[config.mk]
export PLATFORM = sky130hd
export DESIGN_NAME = peak_hold_level_meter_flat
export DESIGN_NICKNAME = d
export VERILOG_FILES = /design/src/hdl/phm_pkg.sv /design/src/hdl/phm_if.sv /design/src/hdl/peak_hold_level_meter.sv /design/src/hdl/phm_front.sv /design/src/hdl/phm_queue.sv /design/src/hdl/phm_back.sv /design/src/flat_wrapper.sv
export SDC_FILE = /design/constraint.sdc
export NUM_CORES = 2
export LEC_CHECK = 0
export BUFFER_PORTS_ARGS = -buffer_cell sky130_fd_sc_hd__clkbuf_2
export CELL_PAD_IN_SITES_DETAIL_PLACEMENT = 2
export CELL_PAD_IN_SITES_GLOBAL_PLACEMENT = 2
export CORE_ASPECT_RATIO = 1.1
export CORE_MARGIN = 5
export CORE_UTILIZATION = 40
export CTS_BUF_LIST = sky130_fd_sc_hd__clkbuf_16
export DETAILED_ROUTE_END_ITERATION = 6
export PLACE_DENSITY = 0.77
export SLEW_MARGIN = 20
export SYNTH_ARGS = -nofsm -noshare
export SYNTH_HDL_FRONTEND = slang
export SYNTH_HIERARCHICAL = 1
export SYNTH_SLANG_ARGS = --single-unit
export TNS_END_PERCENT = 20
[constraint.sdc]
create_clock -name clk -period 20.9 [get_ports clk]
set_input_delay 2.09 -clock clk [delete_from_list [all_inputs] [get_ports clk]]
set_output_delay 2.09 -clock clk [all_outputs]
set_load 0.005 [all_outputs]
[src/hdl/phm_pkg.sv]
// ----------------------------------------------------------------------------
// phm_pkg
// Shared types, constants and helpers of the peak-hold level meter.
// ----------------------------------------------------------------------------
`default_nettype none

package phm_pkg;

    // parameter defaults
    localparam int CHANNEL_SLOTS_DEFAULT     = 8;
    localparam int LOG_TABLE_ENTRIES_DEFAULT = 64;

    // register map
    localparam logic [1:0] CFG_CHANNEL_COUNT = 2'd0;
    localparam logic [1:0] CFG_FLOOR_RANGE   = 2'd1;
    localparam logic [1:0] CFG_FALLOFF_RATE  = 2'd2;
    localparam logic [1:0] CFG_PEAK_HOLD_MS  = 2'd3;

    // register reset values
    localparam logic [3:0]  CHANNEL_COUNT_RESET = 4'd2;
    localparam logic [6:0]  FLOOR_RANGE_RESET   = 7'd96;
    localparam logic [11:0] FALLOFF_RATE_RESET  = 12'd82;
    localparam logic [15:0] PEAK_HOLD_MS_RESET  = 16'd1600;

    // level and peak after reset: minus the reset floor, in 1/4096 dB
    localparam logic signed [19:0] METER_FLOOR_RESET = -20'sd393216;

    // 6.0206 dB per octave in 1/4096 dB, and log2 of full scale
    localparam logic [14:0] DB_PER_OCTAVE = 15'd24660;
    localparam logic [4:0]  FULL_SCALE_LOG2 = 5'd23;

    // command queue
    localparam int QUEUE_DEPTH = 2;
    localparam int QPTR_W      = $clog2(QUEUE_DEPTH);

    typedef enum logic {
        OP_SAMPLE,
        OP_TICK
    } op_t;

    // classified item handed from the front to the back
    typedef struct packed {
        op_t         op;
        logic        hit;        // sample channel is in use
        logic [2:0]  channel;
        logic [22:0] mag;        // saturated magnitude
        logic        eob;
        logic [9:0]  elapsed;
    } phm_cmd_t;

    typedef struct packed {
        logic [3:0]  channel_count;
        logic [6:0]  floor_range;
        logic [11:0] falloff_rate;
        logic [15:0] peak_hold_ms;
    } phm_cfg_t;

    typedef enum logic [2:0] {
        ST_IDLE,
        ST_CV_LOAD,
        ST_CV_INDEX,
        ST_CV_ROM,
        ST_CV_SCALE,
        ST_CV_UPDATE,
        ST_TICK
    } phm_state_t;

    // channels in use
    function automatic logic [5:0] active_count(input logic [3:0] cc, input int max_ch);
        return (int'(cc) < max_ch) ? 6'(cc) : 6'(max_ch);
    endfunction

endpackage

`default_nettype wire

[src/hdl/phm_if.sv]
// ----------------------------------------------------------------------------
// phm_if
// Valid/ready channels of the meter: input items and meter results.
// ----------------------------------------------------------------------------
`default_nettype none

interface phm_in_if;
    logic               valid;
    logic               ready;
    logic               action;
    logic [2:0]         channel;
    logic signed [23:0] sample;
    logic               end_of_block;
    logic [9:0]         elapsed_ms;

    modport source (output valid, action, channel, sample, end_of_block, elapsed_ms,
                    input ready);
    modport sink   (input valid, action, channel, sample, end_of_block, elapsed_ms,
                    output ready);
endinterface

interface phm_out_if;
    logic               valid;
    logic               ready;
    logic [2:0]         out_channel;
    logic signed [19:0] level_db;
    logic signed [19:0] peak_db;
    logic               last;

    modport source (output valid, out_channel, level_db, peak_db, last, input ready);
    modport sink   (input valid, out_channel, level_db, peak_db, last, output ready);
endinterface

`default_nettype wire

[src/hdl/peak_hold_level_meter.sv]
// ----------------------------------------------------------------------------
// peak_hold_level_meter
// Multichannel peak program meter with peak hold: configuration registers,
// classifying front end, command queue and channel back end.
// ----------------------------------------------------------------------------
// Items enter through a two-entry command queue, so the input stays ready
// while the back end works, until the queue is full. The back end runs one
// command at a time: a sample with end_of_block runs five steps for each
// channel in use (leading-one search, table index, log table read, dB
// scaling, update), and a tick makes one reading per channel in use, each
// result moving into the output register as soon as the previous one has
// been taken. Levels and peaks are in 1/4096 dB below full scale. Registers
// must be written only while the meter is idle; the block itself does not
// enforce this.
// ----------------------------------------------------------------------------
`default_nettype none

module peak_hold_level_meter
    import phm_pkg::*;
#(
    parameter int CHANNEL_SLOTS     = CHANNEL_SLOTS_DEFAULT,
    parameter int LOG_TABLE_ENTRIES = LOG_TABLE_ENTRIES_DEFAULT
) (
    input  wire logic        clk,
    input  wire logic        rst_n,
    input  wire logic        cfg_we,
    input  wire logic [1:0]  cfg_index,
    input  wire logic [15:0] cfg_data,
    phm_in_if.sink           samples,
    phm_out_if.source        meter
);

    phm_cfg_t cfg_reg;
    logic     f_valid, f_ready, q_valid, q_ready;
    phm_cmd_t f_cmd, q_cmd;

    // configuration registers
    always_ff @(posedge clk or negedge rst_n)
    begin
        if (!rst_n)
        begin
            cfg_reg.channel_count <= CHANNEL_COUNT_RESET;
            cfg_reg.floor_range   <= FLOOR_RANGE_RESET;
            cfg_reg.falloff_rate  <= FALLOFF_RATE_RESET;
            cfg_reg.peak_hold_ms  <= PEAK_HOLD_MS_RESET;
        end
        else if (cfg_we)
        begin
            unique case (cfg_index)
                CFG_CHANNEL_COUNT: cfg_reg.channel_count <= cfg_data[3:0];
                CFG_FLOOR_RANGE:   cfg_reg.floor_range   <= cfg_data[6:0];
                CFG_FALLOFF_RATE:  cfg_reg.falloff_rate  <= cfg_data[11:0];
                CFG_PEAK_HOLD_MS:  cfg_reg.peak_hold_ms  <= cfg_data;
                default:
                begin
                end
            endcase
        end
    end

    phm_front #(
        .CHANNEL_SLOTS (CHANNEL_SLOTS)
    ) u_front (
        .channel_count (cfg_reg.channel_count),
        .samples       (samples),
        .cmd_valid     (f_valid),
        .cmd           (f_cmd),
        .cmd_ready     (f_ready)
    );

    phm_queue u_queue (
        .clk      (clk),
        .rst_n    (rst_n),
        .wr_valid (f_valid),
        .wr_cmd   (f_cmd),
        .wr_ready (f_ready),
        .rd_valid (q_valid),
        .rd_cmd   (q_cmd),
        .rd_ready (q_ready)
    );

    phm_back #(
        .CHANNEL_SLOTS     (CHANNEL_SLOTS),
        .LOG_TABLE_ENTRIES (LOG_TABLE_ENTRIES)
    ) u_back (
        .clk       (clk),
        .rst_n     (rst_n),
        .cfg       (cfg_reg),
        .cmd_valid (q_valid),
        .cmd       (q_cmd),
        .cmd_ready (q_ready),
        .meter     (meter)
    );

endmodule

`default_nettype wire

[src/hdl/phm_front.sv]
// ----------------------------------------------------------------------------
// phm_front
// Accepts input beats and classifies them into queue commands.
// ----------------------------------------------------------------------------
`default_nettype none

module phm_front
    import phm_pkg::*;
#(
    parameter int CHANNEL_SLOTS = CHANNEL_SLOTS_DEFAULT
) (
    input  wire logic [3:0] channel_count,
    phm_in_if.sink          samples,
    output logic            cmd_valid,
    output phm_cmd_t        cmd,
    input  wire logic       cmd_ready
);

    logic [23:0] mag_full;
    logic [5:0]  n_act;

    // magnitude, saturated to 23 bits
    assign mag_full = samples.sample[23] ? (~samples.sample + 24'd1) : samples.sample;
    assign n_act    = active_count(channel_count, CHANNEL_SLOTS);

    always_comb
    begin
        cmd.op      = samples.action ? OP_TICK : OP_SAMPLE;
        cmd.hit     = (6'(samples.channel) < n_act);
        cmd.channel = samples.channel;
        cmd.mag     = mag_full[23] ? 23'h7FFFFF : mag_full[22:0];
        cmd.eob     = samples.end_of_block;
        cmd.elapsed = samples.elapsed_ms;
    end

    assign cmd_valid     = samples.valid;
    assign samples.ready = cmd_ready;

endmodule

`default_nettype wire

[src/hdl/phm_queue.sv]
// ----------------------------------------------------------------------------
// phm_queue
// Short command FIFO between the front and the back.
// ----------------------------------------------------------------------------
`default_nettype none

module phm_queue
    import phm_pkg::*;
(
    input  wire logic     clk,
    input  wire logic     rst_n,
    input  wire logic     wr_valid,
    input  wire phm_cmd_t wr_cmd,
    output logic          wr_ready,
    output logic          rd_valid,
    output phm_cmd_t      rd_cmd,
    input  wire logic     rd_ready
);

    phm_cmd_t          store_reg [QUEUE_DEPTH];
    logic [QPTR_W-1:0] wr_ptr_reg, wr_ptr_next;
    logic [QPTR_W-1:0] rd_ptr_reg, rd_ptr_next;
    logic [QPTR_W:0]   count_reg, count_next;
    logic              push, pop;

    assign wr_ready = (count_reg != (QPTR_W+1)'(QUEUE_DEPTH));
    assign rd_valid = (count_reg != '0);
    assign rd_cmd   = store_reg[rd_ptr_reg];
    assign push     = wr_valid && wr_ready;
    assign pop      = rd_valid && rd_ready;

    // pointers wrap at the power-of-two depth
    always_comb
    begin
        wr_ptr_next = push ? wr_ptr_reg + 1'b1 : wr_ptr_reg;
        rd_ptr_next = pop ? rd_ptr_reg + 1'b1 : rd_ptr_reg;
        count_next  = count_reg + (QPTR_W+1)'(push) - (QPTR_W+1)'(pop);
    end

    always_ff @(posedge clk or negedge rst_n)
    begin
        if (!rst_n)
        begin
            wr_ptr_reg <= '0;
            rd_ptr_reg <= '0;
            count_reg  <= '0;
        end
        else
        begin
            wr_ptr_reg <= wr_ptr_next;
            rd_ptr_reg <= rd_ptr_next;
            count_reg  <= count_next;
        end
    end

    // payload storage
    always_ff @(posedge clk)
    begin
        if (push)
        begin
            store_reg[wr_ptr_reg] <= wr_cmd;
        end
    end

endmodule

`default_nettype wire

[src/hdl/phm_back.sv]
// ----------------------------------------------------------------------------
// phm_back
// Channel state, block-end dB conversion sequencer and tick decay with
// result output register.
// ----------------------------------------------------------------------------
`default_nettype none

module phm_back
    import phm_pkg::*;
#(
    parameter int CHANNEL_SLOTS     = CHANNEL_SLOTS_DEFAULT,
    parameter int LOG_TABLE_ENTRIES = LOG_TABLE_ENTRIES_DEFAULT
) (
    input  wire logic     clk,
    input  wire logic     rst_n,
    input  wire phm_cfg_t cfg,
    input  wire logic     cmd_valid,
    input  wire phm_cmd_t cmd,
    output logic          cmd_ready,
    phm_out_if.source     meter
);

    localparam int CH_W   = (CHANNEL_SLOTS > 1) ? $clog2(CHANNEL_SLOTS) : 1;
    localparam int IDX_W  = $clog2(LOG_TABLE_ENTRIES);
    localparam int NW     = $clog2(LOG_TABLE_ENTRIES + 1);
    localparam int PROD_W = 22 + NW;

    typedef logic [15:0] rom_t [LOG_TABLE_ENTRIES];

    // log2(1 + idx/N) in Q16, by repeated squaring
    function automatic logic [15:0] mant_log2(input int idx);
        logic [63:0] x;
        logic [15:0] r;
        x = ((64'(LOG_TABLE_ENTRIES) + 64'(idx)) << 30) / LOG_TABLE_ENTRIES;
        r = '0;
        for (int k = 0; k < 16; k++)
        begin
            x = (x * x) >> 30;
            r = {r[14:0], 1'b0};
            if (x >= (64'd2 << 30))
            begin
                r[0] = 1'b1;
                x    = x >> 1;
            end
        end
        return r;
    endfunction

    function automatic rom_t build_rom();
        rom_t t;
        for (int i = 0; i < LOG_TABLE_ENTRIES; i++)
        begin
            t[i] = mant_log2(i);
        end
        return t;
    endfunction

    localparam rom_t LOG_ROM = build_rom();

    // channel state
    logic [22:0]        rpeak_reg [CHANNEL_SLOTS];
    logic signed [19:0] level_reg [CHANNEL_SLOTS];
    logic signed [19:0] held_reg  [CHANNEL_SLOTS];
    logic [15:0]        hold_reg  [CHANNEL_SLOTS];

    phm_state_t         state_reg, state_next;
    logic [CH_W-1:0]    cnt_reg, cnt_next;
    logic               out_valid_reg;

    // conversion datapath
    logic [4:0]         e_reg;
    logic [21:0]        frac_reg;
    logic               zero_reg;
    logic [IDX_W-1:0]   idx_reg;
    logic [15:0]        rom_q_reg;
    logic [19:0]        mag_reg;
    logic [21:0]        decay_reg;
    logic [9:0]         el_reg;

    // output payload
    logic [2:0]         out_ch_reg;
    logic signed [19:0] out_level_reg;
    logic signed [19:0] out_peak_reg;
    logic               out_last_reg;

    logic [5:0]         n_act;
    logic               last_ch;
    logic [CH_W-1:0]    rd_idx;
    logic [7:0]         ch_ext;
    logic [22:0]        peak_cur;
    logic signed [19:0] level_cur, held_cur;
    logic [15:0]        hold_cur;
    logic               pop_fire, tick_fire, upd_fire, clear_all;

    assign n_act   = active_count(cfg.channel_count, CHANNEL_SLOTS);
    assign last_ch = ((6'(cnt_reg) + 6'd1) == n_act);
    assign ch_ext  = 8'(cmd.channel);
    assign rd_idx  = (state_reg == ST_IDLE) ? ch_ext[CH_W-1:0] : cnt_reg;

    assign peak_cur  = rpeak_reg[rd_idx];
    assign level_cur = level_reg[rd_idx];
    assign held_cur  = held_reg[rd_idx];
    assign hold_cur  = hold_reg[rd_idx];

    // sequencer
    always_comb
    begin
        state_next = state_reg;
        cnt_next   = cnt_reg;
        cmd_ready  = 1'b0;
        tick_fire  = 1'b0;
        upd_fire   = 1'b0;
        unique case (state_reg)
            ST_IDLE:
            begin
                cmd_ready = 1'b1;
                if (cmd_valid && n_act != 6'd0)
                begin
                    if (cmd.op == OP_TICK)
                    begin
                        state_next = ST_TICK;
                        cnt_next   = '0;
                    end
                    else if (cmd.eob)
                    begin
                        state_next = ST_CV_LOAD;
                        cnt_next   = '0;
                    end
                end
            end
            ST_CV_LOAD:   state_next = ST_CV_INDEX;
            ST_CV_INDEX:  state_next = ST_CV_ROM;
            ST_CV_ROM:    state_next = ST_CV_SCALE;
            ST_CV_SCALE:  state_next = ST_CV_UPDATE;
            ST_CV_UPDATE:
            begin
                upd_fire = 1'b1;
                if (last_ch)
                begin
                    state_next = ST_IDLE;
                end
                else
                begin
                    cnt_next   = cnt_reg + 1'b1;
                    state_next = ST_CV_LOAD;
                end
            end
            ST_TICK:
            begin
                if (!out_valid_reg || meter.ready)
                begin
                    tick_fire = 1'b1;
                    if (last_ch)
                    begin
                        state_next = ST_IDLE;
                    end
                    else
                    begin
                        cnt_next = cnt_reg + 1'b1;
                    end
                end
            end
            default: state_next = ST_IDLE;
        endcase
    end

    always_ff @(posedge clk or negedge rst_n)
    begin
        if (!rst_n)
        begin
            state_reg <= ST_IDLE;
            cnt_reg   <= '0;
        end
        else
        begin
            state_reg <= state_next;
            cnt_reg   <= cnt_next;
        end
    end

    assign pop_fire = cmd_ready && cmd_valid;

    // leading one of the running peak
    logic [4:0]  lead;
    always_comb
    begin
        lead = '0;
        for (int i = 0; i < 23; i++)
        begin
            if (peak_cur[i])
            begin
                lead = 5'(i);
            end
        end
    end

    // table index, log2 below full scale and scaling to dB
    logic [PROD_W-1:0] idx_prod, idx_shift;
    logic [20:0]       dlog;
    logic [35:0]       mag_prod;
    assign idx_prod  = PROD_W'(frac_reg) * PROD_W'(LOG_TABLE_ENTRIES);
    assign idx_shift = idx_prod >> e_reg;
    assign dlog      = {FULL_SCALE_LOG2, 16'd0} - {e_reg, 16'd0} - 21'(rom_q_reg);
    assign mag_prod  = 36'(dlog) * 36'(DB_PER_OCTAVE) + 36'd32768;

    // clamp to the floor
    logic [18:0]        lim;
    logic [19:0]        mag_c;
    logic signed [19:0] db_new;
    assign lim    = {cfg.floor_range, 12'd0};
    assign mag_c  = (zero_reg || mag_reg > 20'(lim)) ? 20'(lim) : mag_reg;
    assign db_new = -$signed(mag_c);

    // tick: decay, clamp, hold count and release
    logic signed [24:0] lv_wide, floor_w;
    logic signed [19:0] level_new;
    logic [16:0]        h_sum;
    logic [15:0]        h_sat;
    logic               release_pk;
    always_comb
    begin
        floor_w = -$signed({6'd0, lim});
        lv_wide = 25'(level_cur) - $signed({3'd0, decay_reg});
        if (lv_wide < floor_w)
        begin
            lv_wide = floor_w;
        end
        if (lv_wide > 25'sd0)
        begin
            lv_wide = 25'sd0;
        end
        level_new  = lv_wide[19:0];
        h_sum      = {1'b0, hold_cur} + 17'(el_reg);
        h_sat      = h_sum[16] ? 16'hFFFF : h_sum[15:0];
        release_pk = (level_new > held_cur) || (h_sat > cfg.peak_hold_ms);
    end

    assign clear_all = (pop_fire && cmd.op == OP_SAMPLE && cmd.eob && n_act == 6'd0)
                     || (upd_fire && last_ch);

    // channel state and output valid
    always_ff @(posedge clk or negedge rst_n)
    begin
        if (!rst_n)
        begin
            for (int i = 0; i < CHANNEL_SLOTS; i++)
            begin
                rpeak_reg[i] <= '0;
                level_reg[i] <= METER_FLOOR_RESET;
                held_reg[i]  <= METER_FLOOR_RESET;
                hold_reg[i]  <= '0;
            end
            out_valid_reg <= 1'b0;
        end
        else
        begin
            if (pop_fire && cmd.op == OP_SAMPLE && cmd.hit && cmd.mag > peak_cur)
            begin
                rpeak_reg[rd_idx] <= cmd.mag;
            end
            if (upd_fire)
            begin
                if (db_new > level_cur)
                begin
                    level_reg[rd_idx] <= db_new;
                end
                if (db_new > held_cur)
                begin
                    held_reg[rd_idx] <= db_new;
                    hold_reg[rd_idx] <= '0;
                end
            end
            if (clear_all)
            begin
                for (int i = 0; i < CHANNEL_SLOTS; i++)
                begin
                    rpeak_reg[i] <= '0;
                end
            end
            if (tick_fire)
            begin
                level_reg[rd_idx] <= level_new;
                held_reg[rd_idx]  <= release_pk ? level_new : held_cur;
                hold_reg[rd_idx]  <= release_pk ? 16'd0 : h_sat;
            end
            if (tick_fire)
            begin
                out_valid_reg <= 1'b1;
            end
            else if (meter.ready)
            begin
                out_valid_reg <= 1'b0;
            end
        end
    end

    // datapath and payload registers
    always_ff @(posedge clk)
    begin
        if (pop_fire && cmd.op == OP_TICK)
        begin
            decay_reg <= 22'(cmd.elapsed) * 22'(cfg.falloff_rate);
            el_reg    <= cmd.elapsed;
        end
        if (state_reg == ST_CV_LOAD)
        begin
            e_reg    <= lead;
            frac_reg <= 22'(peak_cur ^ (23'd1 << lead));
            zero_reg <= (peak_cur == '0);
        end
        if (state_reg == ST_CV_INDEX)
        begin
            idx_reg <= idx_shift[IDX_W-1:0];
        end
        rom_q_reg <= LOG_ROM[idx_reg];
        if (state_reg == ST_CV_SCALE)
        begin
            mag_reg <= mag_prod[35:16];
        end
        if (tick_fire)
        begin
            out_ch_reg    <= 3'(cnt_reg);
            out_level_reg <= level_new;
            out_peak_reg  <= release_pk ? level_new : held_cur;
            out_last_reg  <= last_ch;
        end
    end

    assign meter.valid       = out_valid_reg;
    assign meter.out_channel = out_ch_reg;
    assign meter.level_db    = out_level_reg;
    assign meter.peak_db     = out_peak_reg;
    assign meter.last        = out_last_reg;

endmodule

`default_nettype wire

[src/flat_wrapper.sv]
// flat-port wrapper written by rule: the top's interface ports become plain ports
module peak_hold_level_meter_flat import phm_pkg::*;
#(
    parameter int CHANNEL_SLOTS     = CHANNEL_SLOTS_DEFAULT,
    parameter int LOG_TABLE_ENTRIES = LOG_TABLE_ENTRIES_DEFAULT
)
  (clk, rst_n, cfg_we, cfg_index, cfg_data, samples_valid, samples_action, samples_channel, samples_sample, samples_end_of_block, samples_elapsed_ms, samples_ready, meter_valid, meter_out_channel, meter_level_db, meter_peak_db, meter_last, meter_ready);
  phm_in_if samples_i ();
  phm_out_if meter_i ();
  input  wire logic clk;
  input  wire logic rst_n;
  input  wire logic cfg_we;
  input  wire logic [1:0] cfg_index;
  input  wire logic [15:0] cfg_data;
  input wire logic [$bits(samples_i.valid)-1:0] samples_valid;
  input wire logic [$bits(samples_i.action)-1:0] samples_action;
  input wire logic [$bits(samples_i.channel)-1:0] samples_channel;
  input wire logic [$bits(samples_i.sample)-1:0] samples_sample;
  input wire logic [$bits(samples_i.end_of_block)-1:0] samples_end_of_block;
  input wire logic [$bits(samples_i.elapsed_ms)-1:0] samples_elapsed_ms;
  output wire logic [$bits(samples_i.ready)-1:0] samples_ready;
  output wire logic [$bits(meter_i.valid)-1:0] meter_valid;
  output wire logic [$bits(meter_i.out_channel)-1:0] meter_out_channel;
  output wire logic [$bits(meter_i.level_db)-1:0] meter_level_db;
  output wire logic [$bits(meter_i.peak_db)-1:0] meter_peak_db;
  output wire logic [$bits(meter_i.last)-1:0] meter_last;
  input wire logic [$bits(meter_i.ready)-1:0] meter_ready;
  assign samples_i.valid = samples_valid;
  assign samples_i.action = samples_action;
  assign samples_i.channel = samples_channel;
  assign samples_i.sample = samples_sample;
  assign samples_i.end_of_block = samples_end_of_block;
  assign samples_i.elapsed_ms = samples_elapsed_ms;
  assign samples_ready = samples_i.ready;
  assign meter_valid = meter_i.valid;
  assign meter_out_channel = meter_i.out_channel;
  assign meter_level_db = meter_i.level_db;
  assign meter_peak_db = meter_i.peak_db;
  assign meter_last = meter_i.last;
  assign meter_i.ready = meter_ready;
  peak_hold_level_meter #(.CHANNEL_SLOTS(CHANNEL_SLOTS), .LOG_TABLE_ENTRIES(LOG_TABLE_ENTRIES)) u_core (.clk(clk), .rst_n(rst_n), .cfg_we(cfg_we), .cfg_index(cfg_index), .cfg_data(cfg_data), .samples(samples_i), .meter(meter_i));
endmodule
; ---- Yosys cells after proc, flatten, opt, wreduce, memory -nomap -nowiden
; Memory sizes are Yosys's and may differ from the RTL's. A register that Yosys moved wholly into a read port is not among the register bits.
; Index checks and enable logic that the tools add are counted.
[totals]
regBits = 812
ram_bits = 78
romBits = 1024
input_bits = 62
output_inout_bits = 46
elab_cells = 227
n_memories = 2
[mem_list]
columns = memory, depth, width, read_ports, rd_ports_with_merged_regs, write_ports, line
row1 = (no name shown), 64, 16, 1, 1, 0, phm_back.sv:315  ; rom_q_reg <= LOG_ROM[idx_reg];
row2 = u_core.u_queue.store_reg, 2, 39, 1, 0, 1, phm_queue.sv:20  ; phm_cmd_t store_reg [QUEUE_DEPTH];
[classes]
add_sub_neg = 14
mul = 2
magnitude_cmp = 12
eq_ne = 15
n_shift = 2
mux = 89
bitwise_logic = 7
reduce_logical = 31
[ops]
columns = cell, n
row1 = $mux 160, 6
row2 = $bwmux 160, 4
row3 = $mux 128, 3
row4 = $mux 184, 2
row5 = $bwmux 184, 1
row6 = $mux 20, 8
row7 = $and 128x128->128, 1
row8 = $bwmux 128, 1
row9 = $not 128->128, 1
row10 = $bmux 20 s3, 2
row11 = $mux 5, 21
row12 = $mux 23, 4
row13 = $mux 16, 5
row14 = $bmux 23 s3, 1
row15 = $demux 23 s3, 1
row16 = $demux 20 s3, 1
row17 = $gt 20x20->1, 3
row18 = $bmux 16 s3, 1
row19 = $demux 16 s3, 1
row20 = $add 36x16->36 const B, 1
row21 = $mul 21x13->34 const B, 1
row22 = $mux 3, 11
row23 = $shr 28x5->6, 1
row24 = $gt 25x1->1 const B, 1
row25 = other kinds (54), 90

; ---- Logic depth before layout (Yosys ltp)
[depth]
ltp_word = 30
ltp_mapped = 53

; ---- Hierarchy
; Netlist, hierarchy kept.
[by_module_without_submodules]
columns = module, n_inst, cells_per_inst, area_per_inst_um2, seq_area_each_um2
row1 = phm_back, 1, 5575, 53261.1, 20254.4
row2 = phm_queue, 1, 143, 3020.4, 2442.3
row3 = peak_hold_level_meter, 1, 84, 1520.2, 987.2
row4 = phm_front, 1, 137, 884.6, 0.0

; ---- Worst setup path before layout
; Ideal clock, no wire load.
[synth_path]
path_kind = reg2reg
start = register u_core.u_queue.rd_ptr_reg
end = register u_core.u_back.out_peak_reg[10] (netlist: u_core/u_back/meter.peak_db[10]) (data pin)
t_arrival_ns = 10.298
required_ns = 20.627
slack_ns = 10.329
path_stages_with_launch = 52
n_path_buf = 11
period_less_slack_ns = 10.571
cell_sequence = dfrtp_1 > buf_2 > mux2_2 > nor4b_4 > nor2_2 > buf_6 > buf_6 > clkbuf_1 > clkbuf_1 > nor2_1 > clkbuf_1 > clkbuf_1 > a22o_1 > nor4_1 > ha_1 > fa_1 > nor2b_1 > o31a_1 > [16 not listed] > buf_4 > buf_4 > nand2_1 > inv_1 > ha_1 > a21o_1 > a21o_1 > a21o_1 > a21o_1 > a21o_1 > a211oi_1 > o211ai_1 > o21ai_0 > clkbuf_1 > clkbuf_1 > nor2_1 > a31oi_1 > inv_1
[synth_lines]
columns = item, line
row1 = start: declaration, phm_queue.sv:22  ; logic [QPTR_W-1:0] rd_ptr_reg, rd_ptr_next;
row2 = start signal: assignment, phm_queue.sv:51  ; rd_ptr_reg <= rd_ptr_next;
row3 = end signal: assignment, phm_back.sv:324  ; out_peak_reg <= release_pk ? level_new : held_cur;
row4 = end: declaration, phm_back.sv:83  ; logic signed [19:0] out_peak_reg;

; ---- Final worst setup path
[layout_path]
start = register u_core.u_back.state_reg[2]
end = register u_core.u_back.out_peak_reg[12] (netlist: u_core/u_back/meter.peak_db[12]) (data pin)
[layout_between]
elab_chain_len = 14
[layout_rtl]
columns = item, line
row1 = start: declaration, phm_back.sv:66  ; phm_state_t state_reg, state_next;
row2 = start signal: assignment, phm_back.sv:176  ; state_reg <= state_next;
row3 = $logic_not 3->1 *, phm_back.sv:98  ; assign rd_idx = (state_reg == ST_IDLE) ? ch_ext[CH_W-1:0] : cnt_reg;
row4 = $mux 3 *, phm_back.sv:98
row5 = $not 3->4 (implied by the code) *, phm_back.sv:101  ; assign level_cur = level_reg[rd_idx];
row6 = $bmux 20 s3 *, phm_back.sv:101
row7 = $mux 20 (implied by the code) * (2 in series), phm_back.sv:101
row8 = $sub 20x23->24 *, phm_back.sv:223  ; lv_wide = 25'(level_cur) - $signed({3'd0, decay_reg});
row9 = $lt 24x25->1, phm_back.sv:224  ; if (lv_wide < floor_w)
row10 = $mux 25 *, phm_back.sv:224
row11 = $gt 25x1->1, phm_back.sv:228  ; if (lv_wide > 25'sd0)
row12 = $mux 20 *, phm_back.sv:228
row13 = named net u_core.u_back.lv_wide[5], phm_back.sv:215  ; logic signed [24:0] lv_wide, floor_w;
row14 = $gt 20x20->1 *, phm_back.sv:235  ; release_pk = (level_new > held_cur) || (h_sat > cfg.peak_hold_ms);
row15 = $logic_or 1x1->1 *, phm_back.sv:235
row16 = $mux 20 *, phm_back.sv:324
; Mark *: on every way through the listed nets, which the timed path passes. The rest lies on a longest branch. The select of a mux whose other input is x is not followed.
; A chain may end at the register's enable or synchronous reset.

==> impl_metrics.yaml <==
synth:
  syn_nets: 6511
  netlist_area_um2: 58700
  synth_cell_type_count: 113
  synth-seq-cells: 906
  synthCells: 5939
  synthArstFlopShare_pct: 75.3
  yosysWarnings: 6
  yosysSeqAreaShare_pct: 40.4
  synth-main-ff-cell: "dfrtp_1"
  synth-edff-count: 208
  avgSynthCellArea_um2: 9.88
setup_path:
  critPathMaxStageDelay_ps: 1040
  cp.required_ps: 21380
  cp_slowest_cell: "dfrtp_1"
  critical_path.max_fanout: 43
  setup.worst_path.start_class: "flip-flop"
  endpoint_kind: "flip-flop"
  cp.arrival_ps: 14030
  criticalPathCategory: "flip-flop to flip-flop"
global_route:
  antenna_found_initial: 7
  grt.total_usage_pct: 31.0
  grt_first_pass_wirelength_um: 365000
  overflow: 0
  grt_max_degree: 168
  grt_pass1_vias: 55600
final_layout:
  nFillCells: 15300
  nets: 6438
  regArea_um2: 23700
  drive_gt1_share_pct: 13.2
  multi_input_area_um2: 32200
  largest_reg_flops: 184
  area_delta_synth_final_pct: 10.9
sta:
  report.final.slew_viol_count: 0
  tightest_slew_ps: 1190
  skew_ps: 76.7
  max_slew_margin_pct: 20.1
  rsz0062_at_grt: "false"
  fin_setup_tns_ps: 0
  fmax_mhz: 73.8
  min_period_over_period_pct: 64.8
  finalSetupViolCount: 0
  min_period_ps: 13550
  timing_hold_violations_final: 0
routing:
  wl_per_cell_um: 31.0
  postRouteAntennaNets: 0
  num_vias: 50200
  wirelength_um: 245000
  vias_per_cell: 6.35
  drc: 0
  dr.pass1.iters: 6
  drtIter0Drc: 3541
floorplanning:
  die_w_um: 375
  dieHeight_um: 412
  rows: 147
  ios: 108
  die-area_um2: 154000
  start_util_pct: 40.2
  core_um2: 146000
cts:
  clkTransAtPathRegs_ps: 60
  clk_latency_ps: 790
  clock_sinks: 906
  clockBufferDepth: 3
  cts_tree: "yes"
  root_buffer: "clkbuf_16"
  hold_buffers: 0
  cts_buffers: 107
  post-cts-setup-buffers: 0
  htreeDepth: 3
  cts_resized: 0
place:
  dp_hpwl_um: 164000
  gp_congestion: 0.870
  portBuffers: 107
min_path:
  hp-class: "flip-flop to flip-flop"
job:
  maxCapViolCount: 0
run_status:
  outcome: "completed"
final cells by class:
| cell class | instances | area share (%) |
|---|---|---|
| clock inverters | 86 | 1.02 |
| diodes | 5 | 0.0192 |
| clock buffers | 118 | 4.54 |
| inverters | 367 | 2.12 |
| multi-input cells | 4228 | 49.5 |
| repair buffers | 256 | 2.66 |
| flip-flops and latches | 906 | 36.4 |
| well taps | 1937 | 3.72 |
cell usage in the layout (no fill, tap or decap), drive strengths merged, types with 41 or more instances in the layout:
cell,instances
nand2,606
clkbuf,224
mux2i,275
o22ai,210
and2,69
inv,385
buf,150
a21oi,248
dfstp,41
mux2,181
dfrtp,641
nor3,99
o211ai,56
nor2,268
a22o,203
xnor2,87
xor2,42
and3,56
a21o,96
a22oi,63
nand2b,44
a211oi,60
nand3,138
ha,390
edfxtp,208
o21ai,347
clkinv,59
a221oi,41
fa,120
cell usage after synthesis (all sizes together) (69+ instances only):
cell	number	area share (%)
a21o	96	1.2
a21oi	248	2.1
a22o	203	3.0
and2	69	0.74
buf	133	1.2
clkbuf	305	2.0
dfrtp	641	27
edfxtp	208	11
fa	120	4.1
ha	390	8.3
inv	364	2.3
mux2	181	3.5
mux2i	275	4.7
nand2	606	3.9
nand3	138	1.2
nor2	268	1.7
nor3	99	0.87
o21ai	347	3.0
o22ai	210	2.2
xnor2	87	1.3
metrics by stage:
| stage | utilization, % | cell area, um2 | worst slack, ps | std cells | hold slack, ps |
|---|---|---|---|---|---|
| floorplan | - | 58700 | 10330 | 5939 | 423 |
| global placement | 42.1 | 61400 | 7980 | 7691 | 481 |
| detailed placement | 42.1 | 61400 | 7600 | 7693 | 487 |
| CTS | 44.6 | 65000 | 7530 | 7897 | 500 |
| global route | 44.6 | 65100 | 6820 | 7900 | 516 |
| finish | 44.6 | 65100 | 7350 | 7903 | 500 |
path summary, 6_finish.rpt:
| check | startpoint | to | slack [ps] | depth (start not counted) |
|---|---|---|---|---|
| setup reg to reg | u_core/u_back/state_reg[2]$_DFFE_PN0P_ | u_core/u_back/meter.peak_db[12]$_DFFE_PP_ | 7350 | 45 |
| setup / recovery | u_core/u_back/state_reg[2]$_DFFE_PN0P_ | u_core/u_back/meter.peak_db[12]$_DFFE_PP_ | 7350 | 45 |
| hold / removal | u_core/u_back/rpeak_reg[77]$_DFFE_PN0P_ | u_core/u_back/rpeak_reg[77]$_DFFE_PN0P_ | 500 | 1 |
| min in group asynchronous | rst_n | u_core/u_back/level_reg[158]$_DFF_PN0_ | 1400 | 1 |
| hold reg to reg | u_core/u_back/rpeak_reg[77]$_DFFE_PN0P_ | u_core/u_back/rpeak_reg[77]$_DFFE_PN0P_ | 500 | 1 |
| max in group asynchronous | rst_n | u_core/u_back/held_reg[48]$_DFF_PN0_ | 16210 | 4 |
layer usage:
layer	part of all wire, %	GRT usage (%)
met5	0.011	0
met4	5.6	15.5
met2	49	53.6
met3	5.3	3.95
met1	40	38.0
cells by family (layout without fill, tap and decap cells):
group	Yosys count	count (layout)	share of synthesized area, %
simple gates	1489	1489	12.0
flops	906	906	40.4
fa+ha+maj	510	510	12.4
compound gates	1629	1629	19.0
other cells	0	5	0
buf+inv	805	827	5.49
mux	471	471	8.82
xor+xnor	129	129	1.93
worst max-delay path, delay by kind of cell, from the launching register on:
kind                     cells  cell delay (ps)
AO/OA/AOI/OAI               22             5100
adder cells (fa/ha/maj)      4             1210
buffers and inverters        7             2210
flip-flops                   1             1040
AND/OR/NAND/NOR             12             3630
Power is left out: the tool's default activity adds up to more than one toggle a clock period on the data nets, which glitch-free logic cannot reach.
